<file path="src/hdl/slr_pkg.sv">
// Shared constants and types for the shuffled Lehmer random generator.
package slr_pkg;

   localparam int VALUE_W = 31;
   localparam int MULT_W = 15;
   localparam int PROD_W = VALUE_W + MULT_W;
   localparam int TABLE_DEPTH_DEF = 32;
   localparam int WARM_EXTRA = 8;

   localparam logic [31:0] LEHMER_M = 32'd2147483647;
   localparam logic [MULT_W-1:0] LEHMER_A = 15'd16807;

   localparam int CSR_ADDR_W = 2;
   localparam int CSR_DATA_W = 32;
   localparam logic [CSR_ADDR_W-1:0] DEFAULT_SEED_ADDR = 2'd0;
   localparam logic [VALUE_W-1:0] DEFAULT_SEED_RESET = 31'd1931;

   localparam logic ACTION_DRAW = 1'b0;
   localparam logic ACTION_RESEED = 1'b1;

   typedef logic [VALUE_W-1:0] value_type;

endpackage

</file>
<file path="src/hdl/slr_if.sv">
// Request and response channel interfaces of the shuffled Lehmer random generator.
interface slr_req_if import slr_pkg::*; ();
   logic      valid;
   logic      ready;
   logic      action;
   value_type seed_value;

   modport source (output valid, output action, output seed_value, input ready);
   modport sink (input valid, input action, input seed_value, output ready);
endinterface

interface slr_rsp_if import slr_pkg::*; ();
   logic      valid;
   logic      ready;
   value_type random_value;

   modport source (output valid, output random_value, input ready);
   modport sink (input valid, input random_value, output ready);
endinterface

</file>
<file path="src/hdl/slr_ram.sv">
// Generic single-write, single-read RAM with registered read data.
module slr_ram #(
   parameter int WIDTH = 31,
   parameter int DEPTH = 32
) (
   input  logic                     clock,
   input  logic                     wr_en,
   input  logic [$clog2(DEPTH)-1:0] wr_addr,
   input  logic [WIDTH-1:0]         wr_data,
   input  logic                     rd_en,
   input  logic [$clog2(DEPTH)-1:0] rd_addr,
   output logic [WIDTH-1:0]         rd_data
);

   logic [WIDTH-1:0] mem_ff [DEPTH];
   logic [WIDTH-1:0] rd_data_ff;

   always_ff @(posedge clock) begin
      if (wr_en) begin
         mem_ff[wr_addr] <= wr_data;
      end
      if (rd_en) begin
         rd_data_ff <= mem_ff[rd_addr];
      end
   end

   assign rd_data = rd_data_ff;

endmodule

</file>
<file path="src/hdl/slr_lehmer.sv">
// Shared Lehmer step unit: multiply by 16807, then fold modulo 2^31-1.
module slr_lehmer import slr_pkg::*; (
   input  logic      clock,
   input  logic      start,
   input  value_type operand,
   output value_type result
);

   logic [PROD_W-1:0] prod_ff;
   logic [PROD_W-1:0] prod_in;
   logic [31:0]       fold_sum;
   logic [31:0]       fold_red;

   assign prod_in = {{MULT_W{1'b0}}, operand} * {{VALUE_W{1'b0}}, LEHMER_A};

   always_ff @(posedge clock) begin
      if (start) begin
         prod_ff <= prod_in;
      end
   end

   always_comb begin
      fold_sum = {1'b0, prod_ff[VALUE_W-1:0]}
               + {{(32-MULT_W){1'b0}}, prod_ff[PROD_W-1:VALUE_W]};
      fold_red = (fold_sum >= LEHMER_M) ? fold_sum - LEHMER_M : fold_sum;
   end

   assign result = fold_red[VALUE_W-1:0];

endmodule

</file>
<file path="src/hdl/slr_index.sv">
// Bucket compare that maps the previous output to a shuffle table index.
module slr_index import slr_pkg::*; #(
   parameter int TABLE_DEPTH = TABLE_DEPTH_DEF
) (
   input  logic                           clock,
   input  logic                           start,
   input  value_type                      dividend,
   output logic [$clog2(TABLE_DEPTH)-1:0] index
);

   localparam int IDX_W = $clog2(TABLE_DEPTH);
   localparam logic [31:0] BUCKET = 32'(1 + (LEHMER_M - 1) / TABLE_DEPTH);

   logic [IDX_W-1:0] index_ff, index_in;
   logic [31:0]      value_ext;

   assign value_ext = {1'b0, dividend};

   // take the highest bucket whose lower bound the value reaches
   always_comb begin
      index_in = '0;
      for (int k = 1; k < TABLE_DEPTH; k++) begin
         if (value_ext >= 32'(k) * BUCKET) begin
            index_in = IDX_W'(k);
         end
      end
   end

   always_ff @(posedge clock) begin
      if (start) begin
         index_ff <= index_in;
      end
   end

   assign index = index_ff;

endmodule

</file>
<file path="src/hdl/shuffled_lehmer_random.sv">
// Top level of the shuffled Lehmer random generator and its sequencer.
// Draw: the result goes valid after the Lehmer multiply, bucket compare for the index,
// registered RAM read and table write; a response not yet taken stalls the table write.
// Reseed, or first draw after reset: TABLE_DEPTH+8 warm-up values come first, one Lehmer
// step per warm-up value. One item in work at a time; a request is taken only in ST_IDLE.
// Synchronous reset clears control and the generator state and loads default_seed (1931).
module shuffled_lehmer_random import slr_pkg::*; #(
   parameter int TABLE_DEPTH = TABLE_DEPTH_DEF
) (
   input  logic                  clock,
   input  logic                  reset,
   slr_req_if.sink               req_chan,
   slr_rsp_if.source             rsp_chan,
   input  logic                  csr_psel,
   input  logic                  csr_penable,
   input  logic                  csr_pwrite,
   input  logic [CSR_ADDR_W-1:0] csr_paddr,
   input  logic [CSR_DATA_W-1:0] csr_pwdata,
   output logic [CSR_DATA_W-1:0] csr_prdata,
   output logic                  csr_pready
);

   localparam int IDX_W = $clog2(TABLE_DEPTH);
   localparam int WCNT_W = $clog2(TABLE_DEPTH + WARM_EXTRA);

   typedef enum logic [6:0] {
      ST_IDLE       = 7'b0000001,
      ST_WARM_MUL   = 7'b0000010,
      ST_WARM_RED   = 7'b0000100,
      ST_DRAW_MUL   = 7'b0001000,
      ST_DRAW_DIV   = 7'b0010000,
      ST_DRAW_READ  = 7'b0100000,
      ST_DRAW_WRITE = 7'b1000000
   } state_type;

   state_type         state_ff, state_in;
   value_type         seed_reg_ff, seed_reg_in;
   value_type         gen_ff, gen_in;
   value_type         last_ff, last_in;
   value_type         walk_ff, walk_in;
   logic [WCNT_W-1:0] wcnt_ff, wcnt_in;
   logic              rsp_valid_ff, rsp_valid_in;
   value_type         rsp_data_ff, rsp_data_in;

   value_type         seed_raw;
   value_type         seed_norm;
   logic              req_fire;
   logic              csr_write;

   logic              lm_start;
   value_type         lm_operand;
   value_type         lm_result;
   logic              ix_start;
   logic [IDX_W-1:0]  ix_index;

   logic              ram_wr_en;
   logic [IDX_W-1:0]  ram_wr_addr;
   value_type         ram_wr_data;
   logic              ram_rd_en;
   value_type         ram_rd_data;

   slr_lehmer u_lehmer (
      .clock   (clock),
      .start   (lm_start),
      .operand (lm_operand),
      .result  (lm_result)
   );

   slr_index #(.TABLE_DEPTH(TABLE_DEPTH)) u_index (
      .clock    (clock),
      .start    (ix_start),
      .dividend (last_ff),
      .index    (ix_index)
   );

   slr_ram #(.WIDTH(VALUE_W), .DEPTH(TABLE_DEPTH)) u_table (
      .clock   (clock),
      .wr_en   (ram_wr_en),
      .wr_addr (ram_wr_addr),
      .wr_data (ram_wr_data),
      .rd_en   (ram_rd_en),
      .rd_addr (ix_index),
      .rd_data (ram_rd_data)
   );

   assign csr_write = csr_psel && csr_penable && csr_pwrite && csr_pready;
   assign csr_pready = 1'b1;
   assign csr_prdata = (csr_paddr == DEFAULT_SEED_ADDR) ?
                       {{(CSR_DATA_W-VALUE_W){1'b0}}, seed_reg_ff} : '0;

   assign req_chan.ready = state_ff == ST_IDLE;
   assign req_fire = req_chan.valid && req_chan.ready;
   assign rsp_chan.valid = rsp_valid_ff;
   assign rsp_chan.random_value = rsp_data_ff;

   always_comb begin
      seed_raw = (req_chan.action == ACTION_RESEED) ? req_chan.seed_value : seed_reg_ff;
      seed_norm = seed_raw;
      if (seed_raw == '0 || {1'b0, seed_raw} == LEHMER_M) begin
         seed_norm = value_type'(1);
      end
   end

   always_comb begin
      state_in = state_ff;
      seed_reg_in = csr_write ? csr_pwdata[VALUE_W-1:0] : seed_reg_ff;
      gen_in = gen_ff;
      last_in = last_ff;
      walk_in = walk_ff;
      wcnt_in = wcnt_ff;
      rsp_valid_in = rsp_valid_ff && !rsp_chan.ready;
      rsp_data_in = rsp_data_ff;
      lm_start = 1'b0;
      lm_operand = gen_ff;
      ix_start = 1'b0;
      ram_wr_en = 1'b0;
      ram_wr_addr = wcnt_ff[IDX_W-1:0];
      ram_wr_data = lm_result;
      ram_rd_en = 1'b0;
      case (state_ff)
         ST_IDLE: begin
            if (req_fire) begin
               walk_in = seed_norm;
               wcnt_in = WCNT_W'(TABLE_DEPTH + WARM_EXTRA - 1);
               if (req_chan.action == ACTION_RESEED || last_ff == '0) begin
                  state_in = ST_WARM_MUL;
               end else begin
                  state_in = ST_DRAW_MUL;
               end
            end
         end
         ST_WARM_MUL: begin
            lm_start = 1'b1;
            lm_operand = walk_ff;
            state_in = ST_WARM_RED;
         end
         ST_WARM_RED: begin
            walk_in = lm_result;
            ram_wr_en = wcnt_ff < WCNT_W'(TABLE_DEPTH);
            if (wcnt_ff == '0) begin
               gen_in = lm_result;
               last_in = lm_result;
               state_in = ST_DRAW_MUL;
            end else begin
               wcnt_in = wcnt_ff - 1'b1;
               state_in = ST_WARM_MUL;
            end
         end
         ST_DRAW_MUL: begin
            lm_start = 1'b1;
            ix_start = 1'b1;
            state_in = ST_DRAW_DIV;
         end
         ST_DRAW_DIV: begin
            gen_in = lm_result;
            state_in = ST_DRAW_READ;
         end
         ST_DRAW_READ: begin
            ram_rd_en = 1'b1;
            state_in = ST_DRAW_WRITE;
         end
         ST_DRAW_WRITE: begin
            ram_wr_addr = ix_index;
            ram_wr_data = gen_ff;
            if (!rsp_valid_ff || rsp_chan.ready) begin
               ram_wr_en = 1'b1;
               rsp_valid_in = 1'b1;
               rsp_data_in = ram_rd_data;
               last_in = ram_rd_data;
               state_in = ST_IDLE;
            end
         end
         default: begin
            state_in = ST_IDLE;
         end
      endcase
   end

   always_ff @(posedge clock) begin
      if (reset) begin
         state_ff <= ST_IDLE;
         seed_reg_ff <= DEFAULT_SEED_RESET;
         gen_ff <= '0;
         last_ff <= '0;
         wcnt_ff <= '0;
         rsp_valid_ff <= 1'b0;
      end else begin
         state_ff <= state_in;
         seed_reg_ff <= seed_reg_in;
         gen_ff <= gen_in;
         last_ff <= last_in;
         wcnt_ff <= wcnt_in;
         rsp_valid_ff <= rsp_valid_in;
      end
      walk_ff <= walk_in;
      rsp_data_ff <= rsp_data_in;
   end

endmodule

</file>
<file path="src/flat_wrapper.sv">
// flat-port wrapper written by rule: the top's interface ports become plain ports
module shuffled_lehmer_random_flat import slr_pkg::*;
#(
   parameter int TABLE_DEPTH = TABLE_DEPTH_DEF
)
  (clock, reset, csr_psel, csr_penable, csr_pwrite, csr_paddr, csr_pwdata, csr_prdata, csr_pready, req_chan_valid, req_chan_action, req_chan_seed_value, req_chan_ready, rsp_chan_valid, rsp_chan_random_value, rsp_chan_ready);
  slr_req_if req_chan_i ();
  slr_rsp_if rsp_chan_i ();
  input  logic clock;
  input  logic reset;
  input  logic csr_psel;
  input  logic csr_penable;
  input  logic csr_pwrite;
  input  logic [CSR_ADDR_W-1:0] csr_paddr;
  input  logic [CSR_DATA_W-1:0] csr_pwdata;
  output logic [CSR_DATA_W-1:0] csr_prdata;
  output logic csr_pready;
  input wire logic [$bits(req_chan_i.valid)-1:0] req_chan_valid;
  input wire logic [$bits(req_chan_i.action)-1:0] req_chan_action;
  input wire logic [$bits(req_chan_i.seed_value)-1:0] req_chan_seed_value;
  output wire logic [$bits(req_chan_i.ready)-1:0] req_chan_ready;
  output wire logic [$bits(rsp_chan_i.valid)-1:0] rsp_chan_valid;
  output wire logic [$bits(rsp_chan_i.random_value)-1:0] rsp_chan_random_value;
  input wire logic [$bits(rsp_chan_i.ready)-1:0] rsp_chan_ready;
  assign req_chan_i.valid = req_chan_valid;
  assign req_chan_i.action = req_chan_action;
  assign req_chan_i.seed_value = req_chan_seed_value;
  assign req_chan_ready = req_chan_i.ready;
  assign rsp_chan_valid = rsp_chan_i.valid;
  assign rsp_chan_random_value = rsp_chan_i.random_value;
  assign rsp_chan_i.ready = rsp_chan_ready;
  shuffled_lehmer_random #(.TABLE_DEPTH(TABLE_DEPTH)) u_core (.clock(clock), .reset(reset), .req_chan(req_chan_i), .rsp_chan(rsp_chan_i), .csr_psel(csr_psel), .csr_penable(csr_penable), .csr_pwrite(csr_pwrite), .csr_paddr(csr_paddr), .csr_pwdata(csr_pwdata), .csr_prdata(csr_prdata), .csr_pready(csr_pready));
endmodule
</file>
<file path="config.mk">
export PLATFORM = sky130hd
export DESIGN_NAME = shuffled_lehmer_random_flat
export DESIGN_NICKNAME = d
export VERILOG_FILES = /design/src/hdl/slr_pkg.sv /design/src/hdl/slr_if.sv /design/src/hdl/slr_ram.sv /design/src/hdl/slr_lehmer.sv /design/src/hdl/slr_index.sv /design/src/hdl/shuffled_lehmer_random.sv /design/src/flat_wrapper.sv
export SDC_FILE = /design/constraint.sdc
export NUM_CORES = 2
export LEC_CHECK = 0
export BUFFER_PORTS_ARGS = -buffer_cell sky130_fd_sc_hd__buf_4
export CORE_MARGIN = 2
export CORE_UTILIZATION = 64
export CTS_CLUSTER_DIAMETER = 30
export DETAILED_ROUTE_END_ITERATION = 10
export PLACE_DENSITY = 0.88
export REMOVE_ABC_BUFFERS = 1
export SYNTH_ARGS = -nofsm -noshare
export SYNTH_HDL_FRONTEND = slang
export SYNTH_HIERARCHICAL = 1
export SYNTH_SLANG_ARGS = --single-unit
</file>
<file path="constraint.sdc">
create_clock -name clock -period 11.3 [get_ports clock]
set_input_delay 2.26 -clock clock [delete_from_list [all_inputs] [get_ports clock]]
set_output_delay 2.26 -clock clock [all_outputs]
set_load 0.02 [all_outputs]
</file>
# Yosys cells after proc, flatten, opt, wreduce, memory -nomap -nowiden
# Memory sizes are Yosys's and may differ from the RTL's. A register that Yosys moved wholly into a read port is not among the register bits.
# Cells that the tools add are included.
# op_classes
add_sub_neg	3
multipliers	1
magnitude_cmp	33
eq_ne	12
muxes	60
reduce_logical	27
# ops
cell	n
$ge A31 B31 Y1 const B	16
$mux W31	9
$ge A31 B30 Y1 const B	8
$pmux W31 S2	3
$ge A31 B29 Y1 const B	4
$mux W5	15
$ge A31 B28 Y1 const B	2
$logic_not A31 Y1	2
$pmux W7 S7	1
$mul A31 B15 Y46 const B	1
$mux W4	10
$add A31 B15 Y32	1
$ge A32 B31 Y1 const B	1
$eq A31 B31 Y1 const B	1
$ge A31 B27 Y1 const B	1
$sub A31 B31 Y31 const B	1
$reduce_or A16 Y1	1
$mux W7	2
$mux W3	4
$mux W6	2
$pmux W6 S2	1
$mux W1	10
$reduce_and A2 Y1	4
$reduce_or A8 Y1	1
22 further kinds	35
# word_totals
regBits	220
ramBits	992
inputBits	73
output_inout_bits	66
elab_cells	151
mem_count	1
# memory_table
name	depth	width	rd	rd_ports_with_merged_regs	write_ports	line_no	source
u_core.u_table.mem_ff	32	31	1	1	1	slr_ram.sv:15	logic [WIDTH-1:0] mem_ff [DEPTH];

# Longest topological paths before layout
# logic_depth
ltp_word	31
mapped_depth	27
depth_no_buf	25

# Hierarchy
# The synthesis kept the hierarchy.
# by_module_without_submodules
module	n_inst	cells_per_inst	area_each_um2
slr_ram	1	2192	39474.1
slr_lehmer	1	1262	11288.3
shuffled_lehmer_random	1	911	8464.4
slr_index	1	10	168.9

# Worst setup path after synthesis
# OpenSTA, ideal clock, no wires.
# synth_path
path_kind	flip-flop to flip-flop
startpoint	register u_core.state_ff[6]
endpoint	register u_core.u_lehmer.prod_ff[40], data pin
setup_time_ns	0.265
t_arrival_ns	7.065
t_required_ns	11.035
path_slack_ns	3.970
stages_incl_launch_ff	27
n_path_buf	1
synth_period_minus_slack_ns	7.330
path_cell_list	dfxtp_1 > nor3_2 > nand4b_1 > clkbuf_1 > mux2_2 > inv_1 > fa_1 > inv_1 > ha_1 > fa_1 > inv_1 > fa_1 > inv_1 > fa_1 > inv_1 > fa_1 > inv_1 > ha_1 > and2_1 > a221o_1 > o21a_1 > or3_1 > a21o_1 > a211o_1 > a31oi_1 > o21ai_0 > xor2_1
# synth_between
elab_chain_len	3
# synth_rtl
item	line_no	source
from (decl)	shuffled_lehmer_random.sv:36	state_type state_ff, state_in;
from (signal assigned)	shuffled_lehmer_random.sv:188	state_ff <= state_in;
$eq A7 B2 Y1	shuffled_lehmer_random.sv:120	case (state_ff)
$mux W31	shuffled_lehmer_random.sv:120	
net u_core.lm_operand[13]	shuffled_lehmer_random.sv:51	value_type lm_operand;
$mul A31 B15 Y46	slr_lehmer.sv:14	assign prod_in = {{MULT_W{1'b0}}, operand} * {{VALUE_W{1'b0}}, LEHMER_A};
net u_core.u_lehmer.prod_in[40]	slr_lehmer.sv:10	logic [PROD_W-1:0] prod_in;
to (signal assigned)	slr_lehmer.sv:18	prod_ff <= prod_in;
to (decl)	slr_lehmer.sv:9	logic [PROD_W-1:0] prod_ff;
# The timed path passes the listed nets, and every way through them passes these cells.
# A chain may end at the register's enable or synchronous reset.

# Worst setup path in the final report
# Ends and elaborated chain as after synthesis.

==> impl_metrics.py <==
metrics = {
    "run_status": {
        "run_status": "finished clean",
    },
    "global_route": {
        "global_route.usage.total_pct": 35.9,
        "first_pass_grt_wire_length_um": 251000,
        "overflow": 0,
        "grt_max_degree": 153,
        "grt_pass1_vias": 40400,
        "antenna_violations_before_repair": 5,
    },
    "floorplan": {
        "fp.dieArea_sq_um": 95300,
        "die_h_um": 309,
        "coreArea_sq_um": 91800,
        "fp.dieW_um": 309,
        "floorplan.initialDensity_pct": 64.7,
        "placement_rows": 111,
        "num_io_pins": 139,
    },
    "yosys": {
        "netlist_instances": 4375,
        "synth.top_cells.by_area": "edfxtp_1 57%, mux2i_1 9.4%, fa_1 4.5%, ha_1 4.3%, dfxtp_1 3.6%",
        "synth_top_area_cell": "edfxtp_1",
        "async_s_r_ff_share_synth_pct": 0,
        "postSynthAreaPerCell_sq_um": 13.6,
        "ys_dominant_reg_cell": "edfxtp_1",
        "ys_seq_area_share_pct": 61.0,
        "synth_enable_flop_cells": 1136,
        "yosysTopAreaCellShare_pct": 57.4,
        "synth_warnings": 6,
        "synth_commonest_cells": "1136 x edfxtp_1, 557 x mux2i_1, 360 x nand2_1",
        "synth.lib_cells_used.distinct": 88,
        "synth_area_sq_um": 59400,
        "most_repeated_cell_in_the_gate_level_netlist_after_synthesis": "edfxtp_1",
        "postSynthRegisterBits": 1243,
    },
    "setup_path": {
        "critical_path.max_fanout": 32,
        "timing.critical_path.to_type": "flop",
        "worst-endpoint-arrival_ns": 8.86,
        "timing.critical_path.from_type": "flop",
        "critical_path_required_ns": 11.84,
        "worst-setup-path-type": "reg -> reg",
    },
    "clock_network": {
        "post_cts.repair.setup_buffers": 0,
        "clock_tree_from_tritoncts": "built",
        "cts_resized": 0,
        "cts_buffers": 203,
        "clock_latency_ns": 0.82,
        "cts.clk_slew.worst_paths_ns": 0.05,
        "cts_max_path_buffers": 3,
        "cts.sinks": 1243,
        "ctsRootBufferMaster": "clkbuf_16",
        "cts.htree.levels": 4,
        "hold_buffers": 0,
    },
    "placement": {
        "finalWeightedCongestion": 0.970,
        "place_inst": 5601,
        "io_buffer_count": 135,
        "post_dp_cell_area_sq_um": 61600,
        "dp.final_hpwl_um": 95300,
    },
    "cells_and_area": {
        "fin_area_sq_um": 68800,
        "final_core_area_utilization_pct": 75.0,
        "drive_gt1_share_pct": 14.2,
        "synthToLayoutAreaGrowth_pct": 15.9,
        "post_layout_nonfiller_instances": 5986,
        "post_layout_net_count": 4975,
    },
    "routing": {
        "vias_after_detailed_routing": 39900,
        "detail_route.first_pass.iterations": 8,
        "count_of_routing_violations_after_the_opening_detailed_route_iteration": 5343,
        "drcViolationCount": 0,
        "met3WireLength_um": 19500,
        "wl_um": 171000,
        "wirelength_met1_um": 58200,
        "highest_layer": "met5",
        "drt-vias-per-instance": 6.67,
        "route.met2.wl_um": 81500,
        "routed_wire_length_per_instance_um": 28.6,
        "final_antenna_net_count": 0,
    },
    "power_and_ir_drop": {
        "worst_ir_drop_vdd_mv": 0.191,
        "power.density_cell_area_nw_per_um2": 195,
        "power.leakage_nw": 26.7,
    },
    "job": {
        "maxCapViolCount": 0,
    },
    "sta": {
        "timing.clock.skew_ns": 0.0525,
        "slew_violations": 0,
        "rsz0062_at_grt": "no",
        "final.period_utilization_pct": 73.6,
        "slew_headroom_pct": 15.4,
        "hold-worst-slack_ns": 0.451,
        "period_minus_slack_ns": 8.32,
        "timing.final.setup_violations": 0,
        "worstMarginPinSlew_ns": 1.27,
        "finalHoldViolations": 0,
        "maxClockFrequency_ghz": 0.120,
    },
    "min_path": {
        "hold_path.class": "reg -> reg",
    },
}
power breakdown:
group / leakage, nW / internal (mW) / switching (mW)
combinational: 12.2 / 0.488 / 1.13
sequential: 11.0 / 5.33 / 0.0532
clock: 3.44 / 4.09 / 2.36
area by class of cell:
| cell class | count | area, sq um |
|---|---|---|
| flip-flops and latches | 1243 | 36300 |
| fillers | 4989 | 23000 |
| multi-input cells | 2600 | 21100 |
| clock buffers | 229 | 5330 |
| clock inverters | 151 | 1850 |
| well taps | 1243 | 1560 |
| repair buffers | 193 | 1490 |
| inverters | 322 | 1210 |
| diodes | 5 | 12.5 |
logic make-up (layout without fill, tap and decap cells):
group                    after synthesis  count (layout)  synth area share (%)
other                                  2               7                0.0126
buffers and inverters                532             895                  3.90
flip-flops                          1243            1243                  61.0
adder cells (fa/ha/maj)              339             339                  8.83
multiplexers                         590             590                  10.0
AO/OA/AOI/OAI                        632             632                  7.59
AND/OR/NAND/NOR                      972             972                  7.64
XOR/XNOR                              65              65                 0.971
critical path, stage by stage (launching register included):
cell and delay, ns:
dfxtp_1 0.36, nor3_2 0.42, nand4b_1 0.15, buf_4 0.31, mux2_2 0.47, inv_1 0.15, fa_1 0.55, inv_1 0.04
ha_1 0.28, fa_1 0.51, inv_1 0.05, fa_1 0.48, inv_1 0.06, fa_1 0.56, inv_1 0.08, fa_1 0.54
inv_1 0.04, ha_1 0.38, and2_1 0.19, a221o_1 0.33, o21a_1 0.21, or3_1 0.38, a21o_1 0.20, a211o_1 0.34
a31oi_1 0.54, o21ai_0 0.23, xor2_1 0.18
sequential cells by signal, summed over array words and instances (netlist names):
| signal | count |
|---|---|
| u_core/rsp_chan.valid | 1 |
| u_core/u_lehmer/prod_ff | 46 |
| u_core/seed_reg_ff | 31 |
| u_core/wcnt_ff | 6 |
| u_core/u_table/mem_ff | 992 |
| u_core/state_ff | 7 |
| u_core/u_index/index | 5 |
| u_core/walk_ff | 31 |
| u_core/gen_ff | 31 |
| u_core/u_table/rd_data | 31 |
| u_core/rsp_chan.random_value | 31 |
| u_core/last_ff | 31 |
per-stage QoR:
step | total power, mW | worst slack [ns] | TNS (ns)
global placement | 6.95 | 3.24 | 0
detailed placement | 7.00 | 3.13 | 0
global route | 13.8 | 2.69 | 0
floorplan | 6.50 | -6.14 | -5730.65
CTS | 13.4 | 3.06 | 0
finish | 13.5 | 2.98 | 0
worst paths after layout:
path	depth (start not counted)	start	to	slack, ns
worst max-delay path	26	u_core/state_ff[6]	u_core/u_lehmer/prod_ff[40]	2.98
worst min-delay path	0	u_core/u_table/rd_data[0]	u_core/rsp_chan.random_value[0]	0.45
worst max register to register	26	u_core/state_ff[6]	u_core/u_lehmer/prod_ff[40]	2.98
worst min register to register	0	u_core/u_table/rd_data[0]	u_core/rsp_chan.random_value[0]	0.45
cell usage in the layout, fill, tap and decap left out, drive strengths merged, types with 16 or more instances in the layout:
cell / count
nand3: 151
a31oi: 35
mux2: 33
nand2: 360
a211oi: 46
fa: 134
mux2i: 557
nor2b: 17
bufinv: 29
clkinvlp: 25
nor3: 61
and3: 23
edfxtp: 1136
nor4: 22
a22oi: 97
xor2: 21
nand3b: 16
o21bai: 16
a22o: 62
a311oi: 34
nand4: 18
inv: 347
clkinv: 72
xnor2: 44
o21ai: 50
buf: 193
ha: 205
nor2: 205
a21oi: 196
and2: 41
clkbuf: 229
a21o: 27
dfxtp: 107
routing by layer:
metal	vias to the layer above	GRT usage, %
met5	-	0.101
met4	6	23.9
met3	747	8.64
met2	3038	57.8
met1	19500	43.5
li1	16600	-
Note: power is estimated with default switching activity, not from simulation.
